File: config.mk
export PLATFORM = sky130hd
export DESIGN_NAME = brr_round
export DESIGN_NICKNAME = d
export VERILOG_FILES = /design/src/hw/rtl/brr_round.sv
export SDC_FILE = /design/constraint.sdc
export NUM_CORES = 1
export LEC_CHECK = 0
export BUFFER_PORTS_ARGS = -buffer_cell sky130_fd_sc_hd__buf_2
export CAP_MARGIN = 20
export CORE_ASPECT_RATIO = 0.8
export CORE_MARGIN = 3
export CORE_UTILIZATION = 59
export DETAILED_ROUTE_END_ITERATION = 10
export GPL_TIMING_DRIVEN = 0
export PLACE_DENSITY_LB_ADDON = 0.08
export SETUP_SLACK_MARGIN = 0.1
export SLEW_MARGIN = 30
export SYNTH_ARGS = -nofsm -noshare
export SYNTH_HDL_FRONTEND = slang
export SYNTH_SLANG_ARGS = --single-unit
File: constraint.sdc
create_clock -name vclk -period 8.7
set_input_delay 1.305 -clock vclk [all_inputs]
set_output_delay 1.305 -clock vclk [all_outputs]
set_load 0.02 [all_outputs]
File: src/hw/rtl/brr_round.sv
`timescale 1ns / 1ps
// ----------------------------------------------------------------------------
// brr_round
// Divides a signed value by 2^SHIFT, rounding half away from zero. The
// result is one bit wider than the quotient magnitude so it never wraps.
// ----------------------------------------------------------------------------
module brr_round #(
  parameter int IN_W  = 32,
  parameter int SHIFT = 1
) (
  input  logic signed [IN_W-1:0]     val_i,
  output logic signed [IN_W-SHIFT:0] res_o
);
  localparam int OW = IN_W - SHIFT + 1;
  localparam logic [IN_W:0] HALF = (IN_W + 1)'(1) << (SHIFT - 1);

  logic          neg;
  logic [IN_W:0] mag;
  logic [IN_W:0] mag_half;
  logic [OW-1:0] quot;

  // magnitude, add half, truncate, restore sign
  assign neg      = val_i[IN_W-1];
  assign mag      = neg ? -(IN_W + 1)'(val_i) : (IN_W + 1)'(val_i);
  assign mag_half = mag + HALF;
  assign quot     = OW'(mag_half >> SHIFT);
  assign res_o    = neg ? -$signed(quot) : $signed(quot);

endmodule

==> results by group <==
Setup path
  – WS Path Type: in -> out
  – Startpoint types: primary input
  – Max Fanout on Critical Path: 17
  – Required time of the critical path: 7.39 ns
  – Critical path endpoint category: primary output
  – Critical path arrival: 6.84 ns

Placed design
  – Post-placement cell count: 596
  – GP Congestion: 0.945
  – Pre-CTS WS: -0.378 ns
  – DP HPWL: 7.85 mm
  – Port bufs: 57

GRT
  – Vias in the first global route: 3251
  – Pin count of the biggest net entering global routing: 11
  – Initial antenna violation count: 0
  – First-pass GRT wire length: 15.9 mm
  – GRT Overall Usage: 30.6%
  – Global route overflow: 0

Synth
  – Main area contributors after synthesis: xnor2_1 (17%), xor2_1 (8.1%), nor2_1 (4.8%)
  – Yosys cell types: 69
  – Cell accounting for the most synthesized area: xnor2_1
  – Mapped Cells: 477
  – Seq/Total Area, Yosys: 0%
  – Synthesis warning total: 0
  – Syn Nets: 512
  – Netlist Area Pre-Place: 0.00313 mm^2
  – Syn_area_per_cell: 6.57 um^2
  – Most common library cells after synthesis: xnor2_1 (61), nor2_1 (40), nand2_1 (39)
  – Most used standard cell by instance count after synthesis: xnor2_1
  – Yosys top cell area share: 17.1%

STA
  – Setup violators final: 0
  – FMAX: 123 MHz
  – Min Tclk post-route: 8.14 ns
  – Final Hold Vio Count: 0
  – Worst Tran Pin Value: 0.836 ns
  – Pins Over Slew Limit: 0
  – Tcrit/Tclk final: 93.6%
  – Final WS setup: 0.560 ns
  – Max transition margin: 43.8%
  – RSZ-0062 raised after global routing: no

Cells and area
  – Final Util: 69.0%
  – # diodes: 0
  – Share of cells above drive strength 1: 17.8%
  – Layout Nets: 570
  – Register area: 0 um^2
  – P&R area growth vs syn: 11.7%
  – Final cell count without fillers: 595
  – Sequential cell count: 0
  – Clock buf count: 0

Floorplan
  – Core Area: 0.00506 mm^2
  – Initial Util: 61.8%
  – Die Wd: 87.5 um
  – Top Ports: 64
  – Row count: 23
  – Die ar.: 0.00622 mm^2
  – Die Height: 71.2 um

Drt
  – Vias: 3909
  – Met2 Routed Length: 3.80 mm
  – DR iter-0 viols: 386
  – Top Layer Used: met4
  – Wire per inst: 16.2 um
  – Routed vias/inst: 6.57
  – Post-Route WL: 9.64 mm
  – DR WL met3: 1.03 mm
  – Metal-1 WL: 4.76 mm
  – Post-route ant nets: 0
  – Drt pass-1 iters: 5
  – DRC: 0

Outcome
  – Status: finished, final reports clean

Power
  – Pwr per Cell Area: 62.0 mW/mm^2
  – Logic pwr share: 100.0%
  – Leak: 1.25 nW
  – Register share of total power: 0%
  – Psw: 0.138 mW
  – VDD IR max: 45.0 uV
  – Switching share of power: 63.6%
  – Internal power: 0.0789 mW
  – Clock network fraction of total power: 0%

Job
  – Max cap viols: 0

CTS
  – Total setup buffers inserted after CTS: 0
  – CTS Hold Buffers Added: 0

Worst hold path
  – Hold path endpoint: res_o[0]
  – Worst Hold Class: in -> out
  – Min-delay src: val_i[0]
  – Worst hold path depth: 3
[kinds of logic (layout without fill, tap and decap cells)]
| kind of cell | after synthesis | count (layout) | share of synthesized area, % |
|---|---|---|---|
| buffers and inverters | 44 | 100 | 5.79 |
| and+or+nand+nor | 214 | 214 | 39.6 |
| AOI/OAI and AO/OA | 118 | 118 | 25.4 |
| xor gates and xnor gates | 90 | 90 | 25.2 |
| muxes | 8 | 8 | 2.88 |
| adders and majority gates | 3 | 3 | 1.20 |
[metrics by stage]
stage	hold slack, ns	total power [mW]	area [um^2]	TNS (ns)
6_report	3.02	0.217	3500	0
5_1_grt	3.04	0.236	3500	0
4_1_cts	3.01	0.214	3500	0
3_3_place_gp	2.99	0.208	3490	-1.82
3_5_place_dp	3.01	0.213	3490	-2.17
2_1_floorplan	2.83	0.154	3130	0
[cells in the final DEF (no fill, tap or decap), drive strengths merged, types with 3 or more instances in the layout]
master,count
nor3,21
nand3,15
nand4,10
o211a,4
xnor2,61
or3b,3
o31ai,17
and3,5
nand3b,8
nor4,15
a32oi,3
o21ai,30
nor2b,3
clkbuf,24
a21oi,19
xor2,29
o22ai,4
mux2,5
nor3b,6
or2,5
or3,14
a22oi,4
buf,65
o41ai,5
nand2b,10
o211ai,5
a31oi,9
or4,9
ha,3
nor2,40
nand2,39
mux2i,3
inv,11
[how the worst max path moves through the flow]
stage,from,end,slack [ns],cells after the start
CTS,val_i[31],res_o[30],0.12,21
global placement,val_i[31],res_o[30],-0.33,21
detailed placement,val_i[31],res_o[30],-0.38,21
floorplan,val_i[31],res_o[30],1.21,19
finish,val_i[31],res_o[30],0.56,20
global route,val_i[31],res_o[30],0.28,20
[power by group through the flow]
| stage | combinational (mW) | clock (mW) | sequential [mW] |
|---|---|---|---|
| 2_1_floorplan | 0.154 | 0 | 0 |
| 3_3_place_gp | 0.208 | 0 | 0 |
| 3_5_place_dp | 0.213 | 0 | 0 |
| 4_1_cts | 0.214 | 0 | 0 |
| 5_1_grt | 0.236 | 0 | 0 |
| 6_report | 0.217 | 0 | 0 |
[metal layers]
layer | track usage (%) | up-vias
met5 | 0 | -
met4 | 1.53 | 0
met3 | 1.28 | 7
met2 | 43.4 | 236
met1 | 51.8 | 1771
li1 | - | 1895
[what timing repair did]
action	CTS	global route
pin swaps	0	0
endpoints found under the setup margin	12	13
gates resized for setup	3	4
hold endpoints to repair	0	0
[final cells by class]
| type | instances | area (um^2) |
|---|---|---|
| Inverter | 11 | 41.3 |
| Tap cell | 62 | 77.6 |
| Timing Repair Buffer | 57 | 285 |
| Fill cell | 485 | 1570 |
| Buffer | 32 | 143 |
| Multi-Input combinational cell | 433 | 2950 |
[critical path: stages]
cell	delay (ns)
buf_2	0.26
clkbuf_2	0.29
clkbuf_2	0.27
clkbuf_1	0.39
clkbuf_2	0.31
clkbuf_2	0.29
clkbuf_2	0.33
a21o_1	0.19
ha_1	0.18
nand4_1	0.27
nand2b_1	0.25
clkbuf_1	0.23
nor3_4	0.37
nand3b_2	0.18
mux2_4	0.34
or3_4	0.40
or3_4	0.41
o31ai_2	0.25
xor2_1	0.15
buf_2	0.17
Note: power is estimated with default switching activity, not from simulation.
